### config.mk
export PLATFORM = sky130hd
export DESIGN_NAME = tcce_back
export DESIGN_NICKNAME = d
export VERILOG_FILES = /design/src/tcce_pkg.sv /design/src/tcce_back.sv
export SDC_FILE = /design/constraint.sdc
export NUM_CORES = 1
export LEC_CHECK = 0
export BUFFER_PORTS_ARGS = -buffer_cell sky130_fd_sc_hd__buf_2
export CAP_MARGIN = 20
export CORE_UTILIZATION = 30
export CTS_CLUSTER_DIAMETER = 100
export CTS_CLUSTER_SIZE = 40
export DETAILED_ROUTE_END_ITERATION = 10
export GPL_TIMING_DRIVEN = 0
export PLACE_DENSITY = 0.55
export SLEW_MARGIN = 20
export SYNTH_ARGS = -nofsm -noshare
export SYNTH_HDL_FRONTEND = slang
export SYNTH_SLANG_ARGS = --single-unit
### constraint.sdc
create_clock -name clk -period 6.76 [get_ports clk]
set_clock_uncertainty 0.15 [all_clocks]
set_input_delay 2.028 -clock clk [delete_from_list [all_inputs] [get_ports clk]]
set_output_delay 2.028 -clock clk [all_outputs]
set_load 0.01 [all_outputs]
### src/tcce_pkg.sv
// Shared types and constants of the text console character engine.
`default_nettype none

package tcce_pkg;

    // Input selector carried on the slave tuser bit.
    localparam logic CMD_PUT  = 1'b0;
    localparam logic CMD_READ = 1'b1;

    // Character codes that steer the cursor or bound the printable range.
    localparam logic [7:0] CODE_TAB      = 8'h09;
    localparam logic [7:0] CODE_LF       = 8'h0A;
    localparam logic [7:0] CODE_CR       = 8'h0D;
    localparam logic [7:0] CODE_PRINT_LO = 8'h20;
    localparam logic [7:0] CODE_PRINT_HI = 8'h7E;
    localparam logic [7:0] CODE_QUESTION = 8'h3F;

    // Cell contents: attribute in the high byte, character in the low byte.
    localparam logic [15:0] ATTR_NORMAL = 16'h0700;
    localparam logic [15:0] BLANK_CELL  = 16'h0720;

    // Command queue between the front and back parts.
    localparam int QUEUE_DEPTH = 2;
    localparam int QPW         = $clog2(QUEUE_DEPTH);
    localparam int QCW         = $clog2(QUEUE_DEPTH + 1);

    // Work kinds decided by the front part.
    typedef enum logic [2:0] {
        OP_READ,
        OP_WRITE,
        OP_LF,
        OP_CR,
        OP_TAB
    } op_kind_t;

    // One queued command.
    typedef struct packed {
        op_kind_t    kind;
        logic [7:0]  char_code;
        logic [9:0]  cell_index;
    } op_t;

    // Status reported by the back part to the front part.
    typedef struct packed {
        logic clearing;
    } back_status_t;

    // Sequencer states of the back part.
    typedef enum logic [3:0] {
        ST_CLEAR,
        ST_IDLE,
        ST_READ,
        ST_DIV,
        ST_MUL,
        ST_CHECK,
        ST_COPY,
        ST_FILL,
        ST_DONE
    } back_state_t;

endpackage

`default_nettype wire

### src/tcce_back.sv
// Back part: sequencer that carries out queued commands on the screen store.
`default_nettype none

module tcce_back #(
    parameter  int COLUMNS   = 40,
    parameter  int ROWS      = 25,
    parameter  int TAB_WIDTH = 8,
    localparam int AW        = $clog2(COLUMNS * ROWS)
) (
    input  wire logic                   clk,
    input  wire logic                   rst_n,
    input  wire logic                   op_valid,
    output logic                        op_ready,
    input  wire tcce_pkg::op_t          op,
    output tcce_pkg::back_status_t      status,
    output logic                        wr_en,
    output logic [AW-1:0]               wr_addr,
    output logic [15:0]                 wr_data,
    output logic [AW-1:0]               rd_addr,
    input  wire logic [15:0]            rd_data,
    output logic                        m_axis_tvalid,
    input  wire logic                   m_axis_tready,
    output logic [31:0]                 m_axis_tdata,  // cell_data[15:0], cursor[25:16]
    output logic                        m_axis_tuser   // scrolled[0]
);

    import tcce_pkg::*;

    localparam int CELL_TOTAL = COLUMNS * ROWS;
    localparam int CW         = $clog2(CELL_TOTAL + COLUMNS + TAB_WIDTH);
    localparam int DMAX       = (COLUMNS > TAB_WIDTH) ? COLUMNS : TAB_WIDTH;
    // Reciprocal scaling, exact for every dividend below 2**AW.
    localparam int DS         = AW + $clog2(DMAX);
    localparam int MC         = ((2 ** DS) + COLUMNS - 1) / COLUMNS;
    localparam int MT         = ((2 ** DS) + TAB_WIDTH - 1) / TAB_WIDTH;

    localparam logic [AW-1:0] LAST_CELL = AW'(CELL_TOTAL - 1);
    localparam logic [AW-1:0] SHIFT_END = AW'(CELL_TOTAL - COLUMNS);
    localparam logic [CW-1:0] TOTAL_CW  = CW'(CELL_TOTAL);

    back_state_t      state_reg;
    back_state_t      state_next;
    logic [CW-1:0]    cursor_reg;
    logic [CW-1:0]    cursor_next;
    logic [AW-1:0]    ptr_reg;
    logic [AW-1:0]    ptr_next;
    logic             pend_valid_reg;
    logic             pend_valid_next;
    logic [AW-1:0]    pend_addr_reg;
    logic [AW-1:0]    pend_addr_next;
    op_t              op_reg;
    op_t              op_next;
    logic [AW-1:0]    quo_reg;
    logic [AW-1:0]    quo_next;
    logic [15:0]      data_reg;
    logic [15:0]      data_next;
    logic             scrolled_reg;
    logic             scrolled_next;
    logic             in_range_reg;
    logic             in_range_next;
    logic             out_valid_reg;
    logic             out_valid_next;
    logic [15:0]      out_cell_reg;
    logic [9:0]       out_cursor_reg;
    logic             out_scrolled_reg;
    logic             load_out;
    logic [DS-1:0]    mul_k;
    logic [AW+DS-1:0] prod;

    // Division of the cursor by the row length or the tab width.
    always_comb
    begin
        mul_k = (op_reg.kind == OP_CR) ? DS'(MC) : DS'(MT);
        prod  = (AW + DS)'(cursor_reg[AW-1:0]) * (AW + DS)'(mul_k);
    end

    // Sequencer next state and store port control.
    always_comb
    begin
        state_next      = state_reg;
        cursor_next     = cursor_reg;
        ptr_next        = ptr_reg;
        pend_valid_next = pend_valid_reg;
        pend_addr_next  = pend_addr_reg;
        op_next         = op_reg;
        quo_next        = quo_reg;
        data_next       = data_reg;
        scrolled_next   = scrolled_reg;
        in_range_next   = in_range_reg;
        op_ready        = 1'b0;
        wr_en           = 1'b0;
        wr_addr         = ptr_reg;
        wr_data         = BLANK_CELL;
        rd_addr         = ptr_reg;
        load_out        = 1'b0;

        case (state_reg)
            ST_CLEAR:
            begin
                wr_en    = 1'b1;
                ptr_next = ptr_reg + 1'b1;
                if (ptr_reg == LAST_CELL)
                begin
                    ptr_next   = '0;
                    state_next = ST_IDLE;
                end
            end

            ST_IDLE:
            begin
                if (op_valid)
                begin
                    op_ready      = 1'b1;
                    op_next       = op;
                    data_next     = '0;
                    scrolled_next = 1'b0;
                    in_range_next = (int'(op.cell_index) < CELL_TOTAL);
                    rd_addr       = AW'(op.cell_index);
                    case (op.kind)
                        OP_READ:
                        begin
                            state_next = ST_READ;
                        end
                        OP_WRITE:
                        begin
                            wr_en       = (cursor_reg < TOTAL_CW);
                            wr_addr     = AW'(cursor_reg);
                            wr_data     = ATTR_NORMAL | {8'h00, op.char_code};
                            cursor_next = cursor_reg + 1'b1;
                            state_next  = ST_CHECK;
                        end
                        OP_LF:
                        begin
                            cursor_next = cursor_reg + CW'(COLUMNS);
                            state_next  = ST_CHECK;
                        end
                        OP_CR, OP_TAB:
                        begin
                            state_next = ST_DIV;
                        end
                        default:
                        begin
                            state_next = ST_DONE;
                        end
                    endcase
                end
            end

            ST_READ:
            begin
                // Cells past the end of the screen read as zero.
                data_next  = in_range_reg ? rd_data : '0;
                state_next = ST_DONE;
            end

            ST_DIV:
            begin
                quo_next   = prod[AW+DS-1:DS];
                state_next = ST_MUL;
            end

            ST_MUL:
            begin
                if (op_reg.kind == OP_CR)
                begin
                    cursor_next = CW'(quo_reg * COLUMNS);
                end
                else
                begin
                    cursor_next = CW'((quo_reg + 1) * TAB_WIDTH);
                end
                state_next = ST_CHECK;
            end

            ST_CHECK:
            begin
                if (cursor_reg >= TOTAL_CW)
                begin
                    cursor_next     = cursor_reg - CW'(COLUMNS);
                    scrolled_next   = 1'b1;
                    ptr_next        = '0;
                    pend_valid_next = 1'b0;
                    state_next      = ST_COPY;
                end
                else
                begin
                    state_next = ST_DONE;
                end
            end

            ST_COPY:
            begin
                // Read one row ahead and write the cell fetched last cycle.
                if (ptr_reg != SHIFT_END)
                begin
                    rd_addr  = AW'(ptr_reg + COLUMNS);
                    ptr_next = ptr_reg + 1'b1;
                end
                pend_valid_next = (ptr_reg != SHIFT_END);
                pend_addr_next  = ptr_reg;
                if (pend_valid_reg)
                begin
                    wr_en   = 1'b1;
                    wr_addr = pend_addr_reg;
                    wr_data = rd_data;
                end
                if (ptr_reg == SHIFT_END && pend_valid_reg)
                begin
                    state_next = ST_FILL;
                end
            end

            ST_FILL:
            begin
                wr_en    = 1'b1;
                ptr_next = ptr_reg + 1'b1;
                if (ptr_reg == LAST_CELL)
                begin
                    ptr_next   = '0;
                    state_next = ST_CHECK;
                end
            end

            ST_DONE:
            begin
                if (!out_valid_reg || m_axis_tready)
                begin
                    load_out   = 1'b1;
                    state_next = ST_IDLE;
                end
            end

            default:
            begin
                state_next = ST_IDLE;
            end
        endcase
    end

    // Output beat register.
    always_comb
    begin
        out_valid_next = out_valid_reg;
        if (m_axis_tready)
        begin
            out_valid_next = 1'b0;
        end
        if (load_out)
        begin
            out_valid_next = 1'b1;
        end
    end

    // Control registers.
    always_ff @(posedge clk or negedge rst_n)
    begin
        if (!rst_n)
        begin
            state_reg      <= ST_CLEAR;
            cursor_reg     <= '0;
            ptr_reg        <= '0;
            pend_valid_reg <= 1'b0;
            out_valid_reg  <= 1'b0;
        end
        else
        begin
            state_reg      <= state_next;
            cursor_reg     <= cursor_next;
            ptr_reg        <= ptr_next;
            pend_valid_reg <= pend_valid_next;
            out_valid_reg  <= out_valid_next;
        end
    end

    // Payload registers.
    always_ff @(posedge clk)
    begin
        pend_addr_reg <= pend_addr_next;
        op_reg        <= op_next;
        quo_reg       <= quo_next;
        data_reg      <= data_next;
        scrolled_reg  <= scrolled_next;
        in_range_reg  <= in_range_next;
        if (load_out)
        begin
            out_cell_reg     <= data_reg;
            out_cursor_reg   <= 10'(cursor_reg);
            out_scrolled_reg <= scrolled_reg;
        end
    end

    assign status.clearing = (state_reg == ST_CLEAR);
    assign m_axis_tvalid   = out_valid_reg;
    assign m_axis_tdata    = {6'b000000, out_cursor_reg, out_cell_reg};
    assign m_axis_tuser    = out_scrolled_reg;

endmodule

`default_nettype wire

# After elaboration in Yosys (flattened, before gate mapping)
# Cells that the tools add are included.
# word_totals
inputBits	41
out_inout_bits	73
regBits	93
# op_classes
addsub	6
magnitude_cmp	3
mux	47
n_eq_ne	24
reduce_logical	21
n_mul	2
# ops
operator	count
$mux W10	8
$pmux W16 S2	2
$mux W16	3
$pmux W10 S2	2
$pmux W4 S9	1
$mux W11	3
$pmux W11 S3	1
$pmux W10 S3	1
$mul A10 B14 Y24	1
$mux W4	6
$pmux W11 S2	1
$eq A10 B10 Y1 const B	2
$eq A4 B3 Y1 const B	4
$mux W8	2
$mux W14	1
$mux W1	12
$ne A2 B2 Y1 const B	6
$pmux W4 S3	1
$add A11 B1 Y11 const B	1
$add A11 B6 Y11 const B	1
$ge A11 B10 Y1 const B	1
$lt A11 B10 Y1 const B	1
$sub A11 B6 Y11 const B	1
$add A10 B1 Y10 const B	1
27 further kinds	40

# Longest topological paths before layout
# logic_depth
word_depth	5
depth_mapped	23

# Least setup slack after synthesis
# OpenSTA, ideal clock, no wires.
# synth_timing
path_type	register to register
startpoint	register op_reg[20] in the netlist's numbering
endpoint	register quo_reg[7] (data pin)
arrival_time_ns	5.458
path_buffers	2
path_stages_with_launch	23
setup_slack_ns	0.894
t_required_ns	6.352
setup_time_ns	0.258
period_less_slack_ns	5.866
cell_sequence	edfxtp_1 > and3b_1 > clkbuf_1 > buf_1 > nand2_1 > inv_1 > ha_1 > fa_1 > inv_1 > fa_1 > inv_1 > fa_1 > inv_1 > fa_1 > inv_1 > ha_1 > a21oi_1 > nand4b_1 > a31oi_1 > a211oi_1 > o311ai_0 > a21oi_1 > xnor2_1
# synth_via
elab_chain_len	3
# synth_lines
item	line_no	rtl
start: declaration	tcce_back.sv:51	op_t op_reg;
start signal: assignment	tcce_back.sv:279	op_reg <= op_next;
$eq A3 B2 Y1	tcce_back.sv:73	mul_k = (op_reg.kind == OP_CR) ? DS'(MC) : DS'(MT);
$mux W14	tcce_back.sv:73	
$mul A10 B14 Y24	tcce_back.sv:74	prod = (AW + DS)'(cursor_reg[AW-1:0]) * (AW + DS)'(mul_k);
net prod[23]	tcce_back.sv:68	logic [AW+DS-1:0] prod;
end signal: assignment	tcce_back.sv:280	quo_reg <= quo_next;
end: declaration	tcce_back.sv:53	logic [AW-1:0] quo_reg;
# The timed path passes the listed nets, and every way through them passes these cells.
# A chain may end at the register's enable or synchronous reset.

# Final worst setup path
# Ends and elaborated chain as after synthesis.

==> results.md <==
* Status: finished clean
* Routability cong. at 0.858
* Combinational family with the most area after synthesis: adder cells
* Core Area at 24400 sq um
* H-tree levels at 3
* Number of global-route vias before repair at 5552
* Post-Synth Adder-Cell Area at 0.240
* Synthesized instance count at approximately 760
* Compound-cell area share of the yosys netlist at 0.135
* Clock Tree Root: clkbuf_16
* WL per Instance at ~15 um
* FF+latch count, synth at 93
* Total CTS buffers at 9
* Post-synthesis simple-gate area fraction at 0.165
* Worst path slowest cell: fa_1
* Clk Latency, worst-skew pair at 0.35 ns
* Crit share post-route at 0.932
* TritonRoute pass-1 iters at 5
* Placement Rows at 57
* Port Buffer Count at 107
* CTS Sinks at 93
* Starting density of the core at 0.306
* Final nets at 1049
* Most frequent cells in the layout: buf_2, inv_1, ha_1, edfxtp_1, nand2_1
* Residual DRC at 0
* Slowest cell delay on critical path at 0.53 ns
* Worst-path fanout max at 10
* Post-synth ARST share at 0.290
* Hold path startpoint: data_reg[7]$_SDFFCE_PN0P_
* CP Launch Point: op_reg[20]$_DFFE_PP_
* Total of warnings raised by yosys at 0
* Die W at around 160 um
* Cell mode on critical path: inv_1
* Largest net degree at the start of global routing at 28
* Crit end category: flop
* Vias per cell at 4.77
* Startpoint Class: flop
* Worst slew pin tran at approximately 0.76 ns
* Crit path DAT at 6.25 ns
* Mux cell area share after synthesis at 0.00419
* Main flop type after synthesis: edfxtp_1
* Netlist cell types at 73
* Sequential-to-total area share from yosys stat at 0.356
* Final setup fails at 0
* Remaining Overflow, GRT at 0
* Detailed-route via count at 5811
* Syn avg cell area at between 9 and 10 sq um
* Max-slew headroom at 0.494
* Die area at ~26000 sq um
* Kind of critical path: flop to flop
* Tot Pwr at 1.14 mW
* Initial antenna violation count at 2
* Reg2reg start: op_reg[20]$_DFFE_PP_
* Final wirelength at 18.5 mm
* GRT Resource Usage Total at 0.149
* Power Density at 130 nW/um^2
* Final core occ at 0.359
* Number of DRC markers in iteration 0 at approximately 390
* Hold Path Class: flop to flop
* Synthesis-to-layout area growth at 17.3%
* Data required time of the worst path at 6.71 ns
* Commonest non-fill, non-tap cell in the layout: buf_2
* Critical Path, Cell by Cell: and3b_1 -> clkbuf_2 -> buf_1 -> nand2_1 -> inv_1 -> ha_1 -> fa_1 -> inv_1 -> fa_1 -> inv_1 -> fa_1 -> inv_1 -> fa_1 -> inv_1 -> ha_1 -> a21oi_1 -> nand4b_1 -> a31oi_1 -> a211oi_2 -> o311ai_2 -> a21oi_1 -> xnor2_1
* Max Cap Viol at 0
* Post-Synth XOR/XNOR Area at 0.0258
* Final min period at 6.30 ns
* TritonCTS clock tree: done
* Post-CTS setup buffers at 0
* Post-CTS Resized at 1
* Post-DP HPWL at roughly 15 mm
* Pins Over Slew Limit at 0
* Post-CTS Hold Buffers at 0
* RSZ-0062 raised after global routing: no
* Max Root-Sink Buffers at 2
* Hold Violations, Final at 0
* Top Ports at 114
* First-pass GRT wire length at around 30 mm
* Peak VDD IR at approximately 0.11 mV
* Clk slew on worst S/H paths at 0.07 ns
* Die Ht at approximately 160 um
* Mapped Area at 7470 sq um
* Post-synth EDFFs at 66
* Post-route ant nets at 0
* Fraction of layout instances using a drive strength above 1 at 0.174
* Achievable Freq at about 160 MHz
* Pleak at between 4 and 5 nW
## Yosys cell counts (12+ instances only)
cell type	instances	area, sq um
nand2_1	63	236
edfxtp_1	66	1980
a21oi_1	36	180
nor2_1	46	173
clkbuf_1	19	71.3
dfrtp_1	27	676
ha_1	85	1060
inv_1	98	368
o21ai_0	38	190
nand3_1	12	60.1
fa_1	36	721
and2_1	30	188
xnor2_1	13	114
nor3_1	14	70.1
## cell families after synthesis
kind of cell	Yosys count
other	1
adder cells (fa/ha/maj)	122
multiplexers	3
AND/OR/NAND/NOR	234
AO/OA/AOI/OAI	155
buffers and inverters	133
XOR/XNOR	22
flip-flops	93
## metrics by stage
stage / cell area (sq um) / hold WS (ns) / TNS (ns) / worst slack (ns) / std cells
5_1_grt: 8760 / 0.281 / 0 / 0.000602 / 1216
2_1_floorplan: 7490 / 0.250 / 0 / 0.894 / 768
4_1_cts: 8750 / 0.270 / 0 / 0.0387 / 1216
3_5_place_dp: 8450 / 0.255 / -0.0384 / -0.0384 / 1200
3_3_place_gp: 8430 / 0.251 / -0.0738 / -0.0738 / 1199
6_report: 8760 / 0.269 / 0 / 0.459 / 1217
## critical path, delay by kind of cell, from the launching register on
family / cells / cell delay, ns
AOI/OAI and AO/OA: 5 / 1.12
adders and majority gates: 6 / 2.68
buffers and inverters: 7 / 1.00
DFF: 1 / 0.37
and+or+nand+nor: 3 / 0.64
xor gates and xnor gates: 1 / 0.08
## power by group
group	total, mW	leakage [nW]	switching [mW]	internal, mW
logic	0.0299	3.12	0.0162	0.0137
registers	0.605	0.916	0.0000000000000000102	0.605
clock network	0.502	0.142	0.226	0.276
## area by class of cell
type | instances | area [sq um]
Antenna cell | 1 | 2.50
Buffer | 35 | 183
Clock buffer | 11 | 254
Clock inverter | 5 | 42.5
Fill cell | 2529 | 15600
Inverter | 98 | 368
Multi-Input combinational cell | 542 | 4310
Sequential cell | 93 | 2660
Tap cell | 324 | 405
Timing Repair Buffer | 108 | 543
## routing by layer
layer,global-route usage,part of all wire,vias to the layer above
li1,-,-,2890
met1,0.208,0.48,2723
met2,0.239,0.45,179
met3,0.0296,0.054,15
met4,0.0316,0.0085,4
met5,0,0.0015,-
## final timing paths
path,endpoint,slack [ns],cells after the start
max in group asynchronous,cursor_reg[10]$_DFFE_PN0P_,4.46,1
max reg2reg,quo_reg[7]$_DFFE_PP_,0.46,22
max,quo_reg[7]$_DFFE_PP_,0.46,22
min reg2reg,out_cell_reg[7]$_DFFE_PP_,0.27,0
min,out_cell_reg[7]$_DFFE_PP_,0.27,0
min in group asynchronous,ptr_reg[4]$_DFFE_PN0P_,1.56,1
Power figures use the tool's default switching activity.
