[config.mk]
export PLATFORM = sky130hd
export DESIGN_NAME = tcce_front
export DESIGN_NICKNAME = d
export VERILOG_FILES = /design/src/tcce_pkg.sv /design/src/tcce_front.sv
export SDC_FILE = /design/constraint.sdc
export NUM_CORES = 1
export LEC_CHECK = 0
export ABC_AREA = 1
export BUFFER_PORTS_ARGS = -buffer_cell sky130_fd_sc_hd__buf_2
export CAP_MARGIN = 20
export CORE_MARGIN = 5
export CORE_UTILIZATION = 55
export CTS_BUF_LIST = sky130_fd_sc_hd__clkbuf_8
export CTS_CLUSTER_DIAMETER = 200
export CTS_CLUSTER_SIZE = 25
export DETAILED_ROUTE_END_ITERATION = 8
export HOLD_SLACK_MARGIN = 0.15
export PLACE_DENSITY = 0.9
export SLEW_MARGIN = 0
export SYNTH_ARGS = -nofsm -noshare
export SYNTH_HDL_FRONTEND = slang
export SYNTH_SLANG_ARGS = --single-unit
[constraint.sdc]
create_clock -name clk -period 5.4 [get_ports clk]
set_clock_uncertainty 0.15 [all_clocks]
set_input_delay 0.54 -clock clk [delete_from_list [all_inputs] [get_ports clk]]
set_output_delay 0.54 -clock clk [all_outputs]
set_load 0.02 [all_outputs]
[src/tcce_pkg.sv]
// Shared types and constants of the text console character engine.
`default_nettype none

package tcce_pkg;

    // Input selector carried on the slave tuser bit.
    localparam logic CMD_PUT  = 1'b0;
    localparam logic CMD_READ = 1'b1;

    // Character codes that steer the cursor or bound the printable range.
    localparam logic [7:0] CODE_TAB      = 8'h09;
    localparam logic [7:0] CODE_LF       = 8'h0A;
    localparam logic [7:0] CODE_CR       = 8'h0D;
    localparam logic [7:0] CODE_PRINT_LO = 8'h20;
    localparam logic [7:0] CODE_PRINT_HI = 8'h7E;
    localparam logic [7:0] CODE_QUESTION = 8'h3F;

    // Cell contents: attribute in the high byte, character in the low byte.
    localparam logic [15:0] ATTR_NORMAL = 16'h0700;
    localparam logic [15:0] BLANK_CELL  = 16'h0720;

    // Command queue between the front and back parts.
    localparam int QUEUE_DEPTH = 2;
    localparam int QPW         = $clog2(QUEUE_DEPTH);
    localparam int QCW         = $clog2(QUEUE_DEPTH + 1);

    // Work kinds decided by the front part.
    typedef enum logic [2:0] {
        OP_READ,
        OP_WRITE,
        OP_LF,
        OP_CR,
        OP_TAB
    } op_kind_t;

    // One queued command.
    typedef struct packed {
        op_kind_t    kind;
        logic [7:0]  char_code;
        logic [9:0]  cell_index;
    } op_t;

    // Status reported by the back part to the front part.
    typedef struct packed {
        logic clearing;
    } back_status_t;

    // Sequencer states of the back part.
    typedef enum logic [3:0] {
        ST_CLEAR,
        ST_IDLE,
        ST_READ,
        ST_DIV,
        ST_MUL,
        ST_CHECK,
        ST_COPY,
        ST_FILL,
        ST_DONE
    } back_state_t;

endpackage

`default_nettype wire

[src/tcce_front.sv]
// Front part: accepts input beats, classifies them and queues the commands.
`default_nettype none

module tcce_front (
    input  wire logic                  clk,
    input  wire logic                  rst_n,
    input  wire logic                  s_axis_tvalid,
    output logic                       s_axis_tready,
    input  wire logic [23:0]           s_axis_tdata,  // char_code[7:0], cell_index[17:8]
    input  wire logic                  s_axis_tuser,  // command[0]
    input  wire tcce_pkg::back_status_t status,
    output logic                       op_valid,
    input  wire logic                  op_ready,
    output tcce_pkg::op_t              op
);

    import tcce_pkg::*;

    op_t            in_op;
    logic [7:0]     code;
    logic           push;
    logic           pop;
    op_t            ent_reg [QUEUE_DEPTH];
    logic [QPW-1:0] wr_ptr_reg;
    logic [QPW-1:0] wr_ptr_next;
    logic [QPW-1:0] rd_ptr_reg;
    logic [QPW-1:0] rd_ptr_next;
    logic [QCW-1:0] count_reg;
    logic [QCW-1:0] count_next;

    assign code = s_axis_tdata[7:0];

    // Classify the beat; unprintable puts other than LF, CR, TAB become '?'.
    always_comb
    begin
        in_op.cell_index = s_axis_tdata[17:8];
        in_op.char_code  = code;
        if (s_axis_tuser == CMD_READ)
        begin
            in_op.kind = OP_READ;
        end
        else if (code == CODE_LF)
        begin
            in_op.kind = OP_LF;
        end
        else if (code == CODE_CR)
        begin
            in_op.kind = OP_CR;
        end
        else if (code == CODE_TAB)
        begin
            in_op.kind = OP_TAB;
        end
        else
        begin
            in_op.kind = OP_WRITE;
            if (code < CODE_PRINT_LO || code > CODE_PRINT_HI)
            begin
                in_op.char_code = CODE_QUESTION;
            end
        end
    end

    // Handshakes on both sides of the queue.
    assign s_axis_tready = !status.clearing && (count_reg != QCW'(QUEUE_DEPTH));
    assign push          = s_axis_tvalid && s_axis_tready;
    assign op_valid      = (count_reg != '0);
    assign pop           = op_valid && op_ready;
    assign op            = ent_reg[rd_ptr_reg];

    // Pointer and fill count updates.
    always_comb
    begin
        wr_ptr_next = wr_ptr_reg;
        rd_ptr_next = rd_ptr_reg;
        count_next  = count_reg;
        if (push)
        begin
            wr_ptr_next = (wr_ptr_reg == QPW'(QUEUE_DEPTH - 1)) ? '0 : wr_ptr_reg + 1'b1;
        end
        if (pop)
        begin
            rd_ptr_next = (rd_ptr_reg == QPW'(QUEUE_DEPTH - 1)) ? '0 : rd_ptr_reg + 1'b1;
        end
        if (push && !pop)
        begin
            count_next = count_reg + 1'b1;
        end
        else if (pop && !push)
        begin
            count_next = count_reg - 1'b1;
        end
    end

    // Queue control registers.
    always_ff @(posedge clk or negedge rst_n)
    begin
        if (!rst_n)
        begin
            wr_ptr_reg <= '0;
            rd_ptr_reg <= '0;
            count_reg  <= '0;
        end
        else
        begin
            wr_ptr_reg <= wr_ptr_next;
            rd_ptr_reg <= rd_ptr_next;
            count_reg  <= count_next;
        end
    end

    // Queue storage.
    always_ff @(posedge clk)
    begin
        if (push)
        begin
            ent_reg[wr_ptr_reg] <= in_op;
        end
    end

endmodule

`default_nettype wire

==> Word level (Yosys, flattened, before mapping) <==
Memory sizes are Yosys's and may differ from the RTL's.
Cells that the tools add are included.
{ "op_classes": {"n_eq_ne": 4, "n_mux": 15, "add_sub_neg": 4, "magnitude_cmp": 2, "n_reduce_logical": 11} }
{ "ops": {"columns": ["operator", "count"], "rows": [
  ["8-bit two-way mux", 5],
  ["8-bit by 4-bit == test with 1-bit output, second input constant", 3],
  ["3-bit two-way mux", 4],
  ["8-bit by 7-bit greater-than comparator with 1-bit output, second input constant", 1],
  ["8-bit by 6-bit less-than comparator with 1-bit output, second input constant", 1],
  ["1-bit logical AND", 5],
  ["1-bit two-way mux", 4],
  ["2-bit two-way mux", 2],
  ["2-bit nonzero test", 2],
  ["1-bit zero test", 3],
  ["1-bit adder, second input constant", 2],
  ["2-bit by 1-bit adder with 2-bit output, second input constant", 1],
  ["2-bit != test, second input constant", 1],
  ["2-bit by 1-bit subtractor with 2-bit output, second input constant", 1],
  ["1-bit logical OR", 1]
]} }
{ "word_totals": {"mem_bits_rw": 42, "memories": 1, "output_inout_bits": 23, "wordCells": 40, "input_bits": 30, "register_bits": 4} }
{ "memory_table": {"columns": ["memory", "words", "word_bits", "read_ports", "rd_clocked_by_memory_dff", "wr", "line", "source"], "rows": [
  ["ent_reg", 2, 21, 1, 0, 1, "tcce_front.sv:23", "op_t ent_reg [QUEUE_DEPTH];"]
]} }

==> Depth between registers and ports, before layout <==
Gate-level depths: netlist of the first run.
{ "logic_depth": {"word_depth": 7, "depth_mapped": 8, "ltp_nobuf": 8} }

==> Worst setup path after synthesis of the first run <==
Ideal clock, no wire load.
{ "synth_timing": {"path_kind": "input to register", "startpoint": "input status", "endpoint": "memory ent_reg[0][0] in the netlist's numbering (enable)", "n_path_buf": 0, "path_stages": 3, "required_time_ns": 4.851, "arrival_time_ns": 1.877, "slack_ns": 2.974, "setup_ns": 0.399, "cell_sequence": "a21oi_2 > nand2_1 > nor2_1"} }
{ "synth_via": {"elab_chain_cells": 5} }
{ "synth_lines": {"columns": ["item", "line", "source"], "rows": [
  ["from (decl)", "tcce_front.sv:11", "input wire tcce_pkg::back_status_t status,"],
  ["1-bit zero test", "tcce_front.sv:65", "assign s_axis_tready = !status.clearing && (count_reg != QCW'(QUEUE_DEPTH));"],
  ["1-bit logical AND", "tcce_front.sv:65", null],
  ["1-bit logical AND", "tcce_front.sv:66", "assign push = s_axis_tvalid && s_axis_tready;"],
  ["1-bit two-way mux", "tcce_front.sv:115", "if (push)"],
  ["1-bit two-way mux (not written as such)", "tcce_front.sv:117", "ent_reg[wr_ptr_reg] <= in_op;"],
  ["to (decl)", "tcce_front.sv:23", null]
]} }
No other way between the ends.

==> results.ini, run 1 <==
[finish]
nets = 265
multi_input_area_um2 = 533.0
fin_area_um2 = 2361
instances_no_fill = 281
fill_cells = 256
largest_reg_flops = 42
area_delta_synth_final_pct = 19.81
drive_above_1_share = 0.2894
regArea_um2 = 1361
antenna_cells = 0

[setup_path]
r2r_cells = 4
cp.arrival_ns = 1.81
worst_r2r_startpoint = count_reg[0]
crit_type = flip-flop to primary output
crit_required_ns = 4.71
r2r_slack_ns = 3.34
start_kind = flip-flop
setup.worst_path.start = rd_ptr_reg
path_max_fanout = 22
setup.worst_path.end_class = primary output
endpoint = op[10]
r2r-end = ent_reg[1][3]

[routing]
viasPerCell = 4.797
route.detailed.drc = 0
final_antenna_net_count = 0
drtPass1Iterations = 4
wl_per_cell_um = 11.44
wirelength_mm = 3.216
vias = 1348
drtIter0Drc = 64

[grt]
grt_pass1_vias = 1206
grt_pass1_wl_mm = 5.278
grt_usage = 0.1424
grt_overflow = 0
grt_max_degree = 23
antenna_found_initial = 0

[logic_synthesis]
syn_inst = 185
synthSimpleGateAreaFrac = 0.2190
yosys.area_share.adder = 0.006349
syn-mean-instance-area_um2 = 10.65
synth-seq-cells = 46
syn-num-nets = 216
synthMuxAreaShare = 0
seq_area_frac_synth = 0.6908
synth_xor_xnor_area_share = 0.01778
synth_top_family_by_area = simple AND/OR/NAND/NOR gates
synth-compound-area-share = 0.02476
netlist_area_um2 = 1971
yosysWarnings = 0
yosysUniqueCellTypes = 23

[clocking]
clock_sinks = 46
clk_latency_ns = 0.29
cts_tree = done
htree_levels = 2
cts.path.max_buffers = 2
post_cts_buffers = 0
numCtsBuffers = 5
clkSlewWorstSetupHoldPaths_ns = 0.08
cts-root-buf = clkbuf_8

[floorplan]
die_h_um = 69.86
die_x_um = 69.86
start_util = 0.5769
rows = 21
io_pins = 53
fp.coreArea_um2 = 3416
dieArea_um2 = 4880

[run]
cap_violations = 0

[sta]
post-route-period-util = 0.4626
tightest_slew_ns = 1.031
rsz0062_at_grt = no
slew-limit-headroom = 0.3116
final.min_clock_period_ns = 2.498
setup_tns_ns = 0
slew_viol_final = 0
hold_viol = 0
max_freq_mhz = 400.3
setup_viol = 0

[place]
dpl.cell_count = 272
placed_area_um2 = 2242
gp_congestion = 0.9023
portBuffers = 46
hpwl_mm = 2.297

[power]
p_leak_nw = 1.090
ir_drop_mv = 0.2142
fin_total_pwr_mw = 1.095
powerDensity_nw_per_um2 = 463.9

[status]
status = finished, final reports clean

[min_path]
hold_class = primary input to flip-flop

## cells by family after synthesis
| family | Yosys count |
|---|---|
| buffers and inverters | 21 |
| DFF | 46 |
| xor gates and xnor gates | 4 |
| adders and majority gates | 1 |
| AOI/OAI and AO/OA | 9 |
| and+or+nand+nor | 104 |
## where the power goes
| part | internal [mW] | leakage [nW] | switching (mW) |
|---|---|---|---|
| Combinational | 0.115 | 0.600 | 0.253 |
| Clock | 0.136 | 0.0579 | 0.102 |
| Sequential | 0.450 | 0.433 | 0.0398 |
## area by class of cell
type | instances | share of cell area
Multi-Input combinational cell | 118 | 0.2258
Sequential cell | 46 | 0.5766
Timing Repair Buffer | 47 | 0.1017
Clock buffer | 5 | 0.02915
Inverter | 16 | 0.02544
Clock inverter | 3 | 0.01696
Tap cell | 46 | 0.02438
## routing by layer
metal	GRT usage	wire, um	up-vias
met5	0	0	-
met4	0.07021	60	0
met3	0.04591	199	5
met2	0.2487	1730	39
met1	0.1544	1225	609
li1	-	-	695
## synth_stat cells
library cell	count	share of area
nand2_1	81	0.15
edfxtp_1	42	0.64
inv_1	12	0.023
nor2_1	9	0.017
a21oi_1	7	0.018
dfrtp_1	4	0.051
clkbuf_1	3	0.0057
inv_2	3	0.0057
nand2_2	3	0.0095
nand4_1	3	0.0095
nor2_2	3	0.0095
xor2_1	3	0.013
buf_2	2	0.0051
a21oi_2	1	0.0044
clkinv_1	1	0.0019
ha_1	1	0.0063
nand2_4	1	0.0057
nand3_1	1	0.0025
nand3_2	1	0.0051
nor3_1	1	0.0025
nor4_1	1	0.0032
o21ai_1	1	0.0025
xnor2_1	1	0.0044
## cell usage in the layout (no fill, tap or decap), drive strengths merged, types with 4 or more instances in the layout
cell    Yosys  final
a21oi       8      8
buf         2     46
clkbuf      3      5
dfrtp       4      4
edfxtp     42     42
inv        15     15
nand2      85     85
nor2       12     12
## repair_timing
item                      in CTS  in global routing
gates resized for setup        0                  0
hold endpoints to repair       4                  0
hold buffers                   1                  0
## how the worst min path moves through the flow
stage,startpoint,to,slack (ns),cells past startpoint
floorplan,rst_n,count_reg[0],0.09,0
global placement,rst_n,count_reg[0],0.20,1
detailed placement,rst_n,count_reg[0],0.20,1
CTS,s_axis_tdata[8],ent_reg[0][0],0.27,1
global route,s_axis_tdata[16],ent_reg[0][8],0.26,1
finish,s_axis_tdata[10],ent_reg[0][2],0.28,1
## critical path: stages, from the launching register on
cell and delay [ns]:
dfrtp_1 0.80, inv_2 0.35, nand2_1 0.13, nand2_1 0.07, buf_2 0.16
## through the flow
stage | utilization | setup WS [ns] | hold WS [ns]
global route | 0.6912 | 2.638 | 0.2588
detailed placement | 0.6564 | 3.116 | 0.2001
floorplan | - | 2.974 | 0.09441
finish | 0.6912 | 2.902 | 0.2788
CTS | 0.6912 | 2.864 | 0.2698
global placement | 0.6564 | 3.156 | 0.1989
No activity file was read; power rests on OpenSTA's default activity.
==> inputs of run 2 (changes only) <==
ABC_AREA = 0   (was 1)
CORE_UTILIZATION = 48   (was 55)
PLACE_DENSITY = 0.84   (was 0.9)
clock period = 2.1 ns   (was 5.4 ns; I/O delays follow)
==> run 2 against run 1 <==
Critical path depth grew 1. Wire length rose by 16%. Cell area grew 7.6%. Flip-flop and latch count is the same. Sequential power up 150%. Sequential share of layout area is 4.1 points lower. Total power grew 140%. Clock power rose by 100%. Final cell count is 14% lower.
==> results.ini, run 2 <==
[status]
status = finished, final reports clean  ; unchanged

[power]
switching_share = 0.3231  ; was 0.3601
internal_power_mw = 1.800  ; was 0.7009 mW
switchingPower_mw = 0.8589  ; was 0.3944 mW
p_leak_nw = 0.9961  ; was 1.090 nW
p_clk_frac = 0.182  ; was 0.217
powerDensity_nw_per_um2 = 1047  ; was 463.9 nW/um2
seqPwrFrac = 0.457  ; was 0.447
ir_drop_mv = 0.3720  ; was 0.2142 mV
combPwrFrac = 0.361  ; was 0.336

[grt]
grt_overflow = 0  ; unchanged
antenna_found_initial = 0  ; unchanged
grt_usage = 0.1531  ; was 0.1424
grt_pass1_wl_mm = 6.092  ; was 5.278 mm
grt_max_degree = 22  ; was 23
grt_pass1_vias = 1302  ; was 1206

[logic_synthesis]
synthArstFlopShare = 0.08696  ; unchanged
seq_area_frac_synth = 0.7015  ; was 0.6908
yosysUniqueCellTypes = 31  ; was 23
syn-num-nets = 147  ; was 216
syn_inst = 116  ; was 185
synth_edf_count = 42  ; unchanged
ys_top_cells_by_count = edfxtp_1 (42), mux2_2 (21), inv_1 (6)  ; was nand2_1 (81), edfxtp_1 (42), inv_1 (12)
netlist_area_um2 = 1941  ; was 1971 um2
yosysTopAreaCell = edfxtp_1  ; unchanged
yosysWarnings = 0  ; unchanged
ys.flop_type = edfxtp_1  ; unchanged
yosys.area.top_type_share = 0.6499  ; was 0.6400
synth_area_leaders = edfxtp_1 (65%), mux2_2 (12%), dfrtp_1 (5.2%)  ; was edfxtp_1 (64%), nand2_1 (15%), dfrtp_1 (5.1%)
syn-mean-instance-area_um2 = 16.73  ; was 10.65 um2
synth_most_common_cell = edfxtp_1  ; was nand2_1
synth-seq-cells = 46  ; unchanged

[sta]
setup_viol = 0  ; unchanged
max_freq_mhz = 527.3
post-route-period-util = 0.9030
slew-limit-headroom = 0.7160  ; was 0.3116
setup_ws_ns = 0.2036  ; was 2.902 ns
hold_viol = 0  ; unchanged
final.min_clock_period_ns = 1.896
rsz0062_at_grt = no  ; unchanged
setup_tns_ns = 0  ; unchanged
tightest_slew_ns = 0.4242  ; was 1.031 ns
slew_viol_final = 0  ; unchanged

[finish]
nets = 222  ; was 265
layout_commonest_cell = buf_2  ; was nand2_1
antenna_cells = 0  ; unchanged
drive_above_1_share = 0.4271  ; was 0.2894
area_delta_synth_final_pct = 30.88  ; was 19.81%
fill_cells = 282  ; was 256
final_cell_mix = buf_2 (46), edfxtp_1 (42), mux2_2 (21), dlygate4sd3_1 (21), inv_1 (7)  ; was nand2_1 (81), buf_2 (46), edfxtp_1 (42), inv_1 (12)
fin_area_um2 = 2540  ; was 2361 um2
largest_reg_flops = 42  ; unchanged
utilization = 0.6396  ; was 0.6912

[clocking]
clkSlewWorstSetupHoldPaths_ns = 0.07  ; was 0.08 ns
cts.repair.resized = 0  ; unchanged
clock_sinks = 46  ; unchanged
cts.path.max_buffers = 2  ; unchanged
clk_latency_ns = 0.29  ; about the same
cts-root-buf = clkbuf_8  ; unchanged
numCtsBuffers = 5  ; unchanged
htree_levels = 2  ; unchanged
cts_tree = done  ; unchanged

[routing]
vias = 1237  ; was 1348
route.detailed.drc = 0  ; unchanged
wl_per_cell_um = 15.35  ; was 11.44 um
viasPerCell = 5.112  ; was 4.797
final_antenna_net_count = 0  ; unchanged
wirelength_mm = 3.715  ; was 3.216 mm
drtIter0Drc = 35  ; was 64
drtPass1Iterations = 4  ; unchanged

[min_path]
hold_class = primary input to flip-flop  ; unchanged

[setup_path]
crit_required_ns = 1.99  ; was 4.71 ns
cp.arrival_ns = 1.79  ; was 1.81 ns
start_kind = primary input  ; was flip-flop
setup.worst_path.end_class = flip-flop  ; was primary output
crit_type = primary input to flip-flop  ; was flip-flop to primary output
path_max_fanout = 7  ; was 22

[floorplan]
fp.coreArea_um2 = 3971  ; was 3416 um2
rows = 23  ; was 21
start_util = 0.4887  ; was 0.5769
die_x_um = 73.59  ; was 69.86 um
io_pins = 53  ; unchanged
dieArea_um2 = 5415  ; was 4880 um2
die_h_um = 73.59  ; was 69.86 um

[place]
hpwl_mm = 2.558  ; was 2.297 mm
gp_congestion = 0.8280  ; was 0.9023
pre_cts_ws_ns = 0.3600  ; was 3.116 ns
portBuffers = 46  ; unchanged
placed_area_um2 = 2248  ; was 2242 um2

[run]
cap_violations = 0  ; unchanged

## run 2: cell count changes in the layout (fill, tap and decap cells not counted), moves of 5 or more
cell and change:
a21oi_1 -5, inv_1 -5, dlygate4sd3_1 +20, nand2_1 -79
mux2_2 +21
## run 2: final timing paths
check	startpoint	to	slack [ns]	depth (start not counted)
setup / recovery	s_axis_tdata[5]	ent_reg[0][14]	0.20	5
hold / removal	status	wr_ptr_reg	0.17	4
setup reg to reg	count_reg[0]	count_reg[1]	0.37	6
hold reg to reg	rd_ptr_reg	rd_ptr_reg	0.33	1
max in group asynchronous	rst_n	rd_ptr_reg	0.97	3
min in group asynchronous	rst_n	wr_ptr_reg	0.66	3
## run 2: metal layers
layer	track usage	wire length (um)	share of wire
met1	0.1826	1500	0.40
met2	0.2569	1873	0.50
met3	0.02873	231	0.062
met4	0.08853	109	0.029
met5	0	0	0
## run 2: cell type report
| type | count | area (um2) | share of cell area |
|---|---|---|---|
| sequential | 46 | 1361 | 0.5360 |
| tap | 50 | 62.56 | 0.02463 |
| clock buffer | 5 | 68.82 | 0.02709 |
| timing repair buffer | 70 | 462.9 | 0.1823 |
| clock inverter | 3 | 12.51 | 0.004926 |
| multi-input combinational | 62 | 549.3 | 0.2163 |
| inverter | 6 | 22.52 | 0.008867 |
## run 2: logic make-up (layout without fill, tap and decap cells)
logic type / Yosys count / in the layout / share of synthesized area
flip-flops: 46 / 46 / 0.7015
multiplexers: 21 / 21 / 0.1219
AND/OR/NAND/NOR: 18 / 18 / 0.06254
AO/OA/AOI/OAI: 16 / 16 / 0.06384
buffers and inverters: 8 / 84 / 0.01676
XOR/XNOR: 6 / 6 / 0.02708
adder cells (fa/ha/maj): 1 / 1 / 0.006446
## run 2: power by group through the flow
stage	logic (mW)	clock network [mW]	registers, mW
2_1_floorplan	0.665	0	1.22
3_3_place_gp	0.914	0	1.22
3_5_place_dp	0.943	0	1.24
4_1_cts	0.975	0.502	1.22
5_1_grt	1.04	0.525	1.23
6_report	0.960	0.483	1.21
## run 2: stage by stage
step	hold WS [ns]	power (mW)	instances
after floorplan	-0.2356	1.885	116
after global placement	-0.1353	2.137	213
after detailed placement	-0.1297	2.179	213
after CTS	0.1666	2.693	242
after global routing	0.2199	2.795	242
final	0.1748	2.659	242
## run 2: what timing repair did
item | in CTS | in global routing
hold buffers | 21 | 0
setup buffers | 0 | 0
endpoints found under the hold margin | 42 | 0
## run 2: worst max-delay path, cell delays in order
cell and delay (ns):
dlygate4sd3_1 0.53, buf_2 0.16, nor4b_4 0.46, o211ai_2 0.17, a31o_1 0.26
==> inputs of run 3 (changes only) <==
ABC_AREA = 1   (was 0)
CELL_PAD_IN_SITES_DETAIL_PLACEMENT = 1   (was default)
CELL_PAD_IN_SITES_GLOBAL_PLACEMENT = 2   (was default)
CORE_UTILIZATION = 30   (was 48)
==> run 3 against run 2 <==
Flip-flop and latch count unchanged. Non-clock buffer count decreased by 4. Via count increased by 19%. Count of clock-buffer cells in the layout increased by 1. Wire length increased by 14%. Worst hold slack improved by 0.0048 ns. Final cell count increased by 37%. Total power increased by 11%. Clock power increased by 35%. Combinational power increased by 12%. Maximum frequency increased by 9.6%. Critical path type unchanged.
==> results.ini, run 3 (synthesized netlist as in run 1, its figures left out) <==
[status]
status = finished, final reports clean  ; unchanged

[power]
powerDensity_nw_per_um2 = 1135  ; was 1047 nW/um2
ir_drop_mv = 0.4471  ; was 0.3720 mV
p_leak_nw = 1.177  ; was 0.9961 nW
fin_total_pwr_mw = 2.939  ; was 2.659 mW

[setup_path]
setup.worst_path.end_class = flip-flop  ; unchanged
r2r_slack_ns = 0.37  ; about the same
path_max_fanout = 4  ; was 7
start_kind = primary input  ; unchanged
r2r-end = count_reg[1]  ; unchanged
cp.arrival_ns = 1.75  ; was 1.79 ns
r2r_cells = 8  ; was 6
worst_r2r_startpoint = count_reg[0]  ; unchanged
crit_required_ns = 2.13  ; was 1.99 ns
crit_type = primary input to flip-flop  ; unchanged

[place]
pre_cts_ws_ns = 0.3749  ; was 0.3600 ns
portBuffers = 46  ; unchanged
gp_congestion = 0.8123  ; was 0.8280
dpl.cell_count = 306  ; was 213
hpwl_mm = 3.022  ; was 2.558 mm

[finish]
utilization = 0.4056  ; was 0.6396
layout_commonest_cell = nand2_1  ; was buf_2
final_cell_mix = nand2_1 (81), buf_2 (46), edfxtp_1 (42), dlygate4sd3_1 (17), inv_1 (13)  ; was buf_2 (46), edfxtp_1 (42), mux2_2 (21), dlygate4sd3_1 (21), inv_1 (7)
nets = 284  ; was 222
drive_above_1_share = 0.2756  ; was 0.4271
largest_reg_flops = 42  ; unchanged
instances_no_fill = 331  ; was 242
antenna_cells = 0  ; unchanged
area_delta_synth_final_pct = 31.43  ; was 30.88%
fill_cells = 744  ; was 282

[floorplan]
dieArea_um2 = 8290  ; was 5415 um2
die_h_um = 91.05  ; was 73.59 um
io_pins = 53  ; unchanged
start_util = 0.3086  ; was 0.4887
die_x_um = 91.05  ; was 73.59 um
rows = 29  ; was 23
fp.coreArea_um2 = 6386  ; was 3971 um2

[clocking]
cts_tree = done  ; unchanged
clock_sinks = 46  ; unchanged
numCtsBuffers = 5  ; unchanged
clkSlewWorstSetupHoldPaths_ns = 0.08  ; was 0.07 ns
clk_latency_ns = 0.29  ; about the same
htree_levels = 2  ; unchanged
cts.path.max_buffers = 2  ; unchanged
cts-root-buf = clkbuf_8  ; unchanged
post_cts_buffers = 0  ; unchanged

[routing]
drtPass1Iterations = 4  ; unchanged
route.detailed.drc = 0  ; unchanged
vias = 1477  ; was 1237
wl_per_cell_um = 12.77  ; was 15.35 um
viasPerCell = 4.462  ; was 5.112
drtIter0Drc = 30  ; was 35
wirelength_mm = 4.226  ; was 3.715 mm
final_antenna_net_count = 0  ; unchanged

[min_path]
hold_depth = 3  ; was 4
holdCritStartpoint = s_axis_tuser  ; was status
whs_endpoint = ent_reg[1][17]  ; was wr_ptr_reg
hold_class = primary input to flip-flop  ; unchanged

[grt]
grt_pass1_vias = 1598  ; was 1302
grt_usage = 0.1072  ; was 0.1531
grt_pass1_wl_mm = 7.155  ; was 6.092 mm
grt_max_degree = 23  ; was 22
antenna_found_initial = 0  ; unchanged
grt_overflow = 0  ; unchanged

[sta]
setup_viol = 0  ; unchanged
rsz0062_at_grt = no  ; unchanged
slew_viol_final = 0  ; unchanged
setup_ws_ns = 0.3704  ; was 0.2036 ns
tightest_slew_ns = 0.3912  ; was 0.4242 ns
setup_tns_ns = 0  ; unchanged
final.min_clock_period_ns = 1.730  ; was 1.896 ns
hold_viol = 0  ; unchanged
post-route-period-util = 0.8236  ; was 0.9030
max_freq_mhz = 578.2  ; was 527.3 MHz
slew-limit-headroom = 0.7388  ; was 0.7160

[run]
cap_violations = 0  ; unchanged

## run 3: where the power goes
| part | internal [mW] | switching [mW] | total (mW) |
|---|---|---|---|
| clock network | 0.383 | 0.271 | 0.654 |
| logic | 0.336 | 0.745 | 1.08 |
| registers | 1.16 | 0.0495 | 1.20 |
| total | 1.87 | 1.07 | 2.94 |
## run 3: metrics by stage
stage	hold slack [ns]	area, um2
floorplan	-0.2356	1971
global placement	-0.1269	2303
detailed placement	-0.1218	2303
CTS	0.1619	2590
global route	0.2021	2590
finish	0.1797	2590
## run 3: timing repair
action	4_1_cts	5_1_grt
hold buffers	17	0
endpoints found under the hold margin	32	0
gates resized for setup	0	0
## run 3: worst max path at each step
stage / from / end / cells past startpoint
finish: s_axis_tvalid / count_reg[1] / 8
global route: count_reg[0] / count_reg[1] / 8
CTS: rd_ptr_reg / op[0] / 4
detailed placement: count_reg[0] / count_reg[1] / 8
global placement: count_reg[0] / count_reg[1] / 8
floorplan: count_reg[0] / ent_reg[0][0] / 4
## run 3: cell type report
cell class	instances	area (um2)	share of cell area
clock buffer	6	82.58	0.03188
clock inverter	2	33.78	0.01304
inverter	16	60.06	0.02319
multi-input combinational	118	533.0	0.2058
sequential	46	1361	0.5256
tap	77	96.34	0.03720
timing repair buffer	66	422.9	0.1633
## run 3: worst max-delay path, stage by stage
cell and delay (ns):
dlygate4sd3_1 0.53, buf_2 0.12, nand2_1 0.15, inv_1 0.07, ha_1 0.32, a21oi_1 0.11
o21ai_1 0.09, xor2_1 0.15
## run 3: routing by layer
metal | vias to the layer above | part of all wire | global-route usage
li1 | 738 | - | -
met1 | 703 | 0.41 | 0.1191
met2 | 29 | 0.53 | 0.1953
met3 | 7 | 0.039 | 0.02231
met4 | 0 | 0.020 | 0.04768
met5 | - | 0 | 0
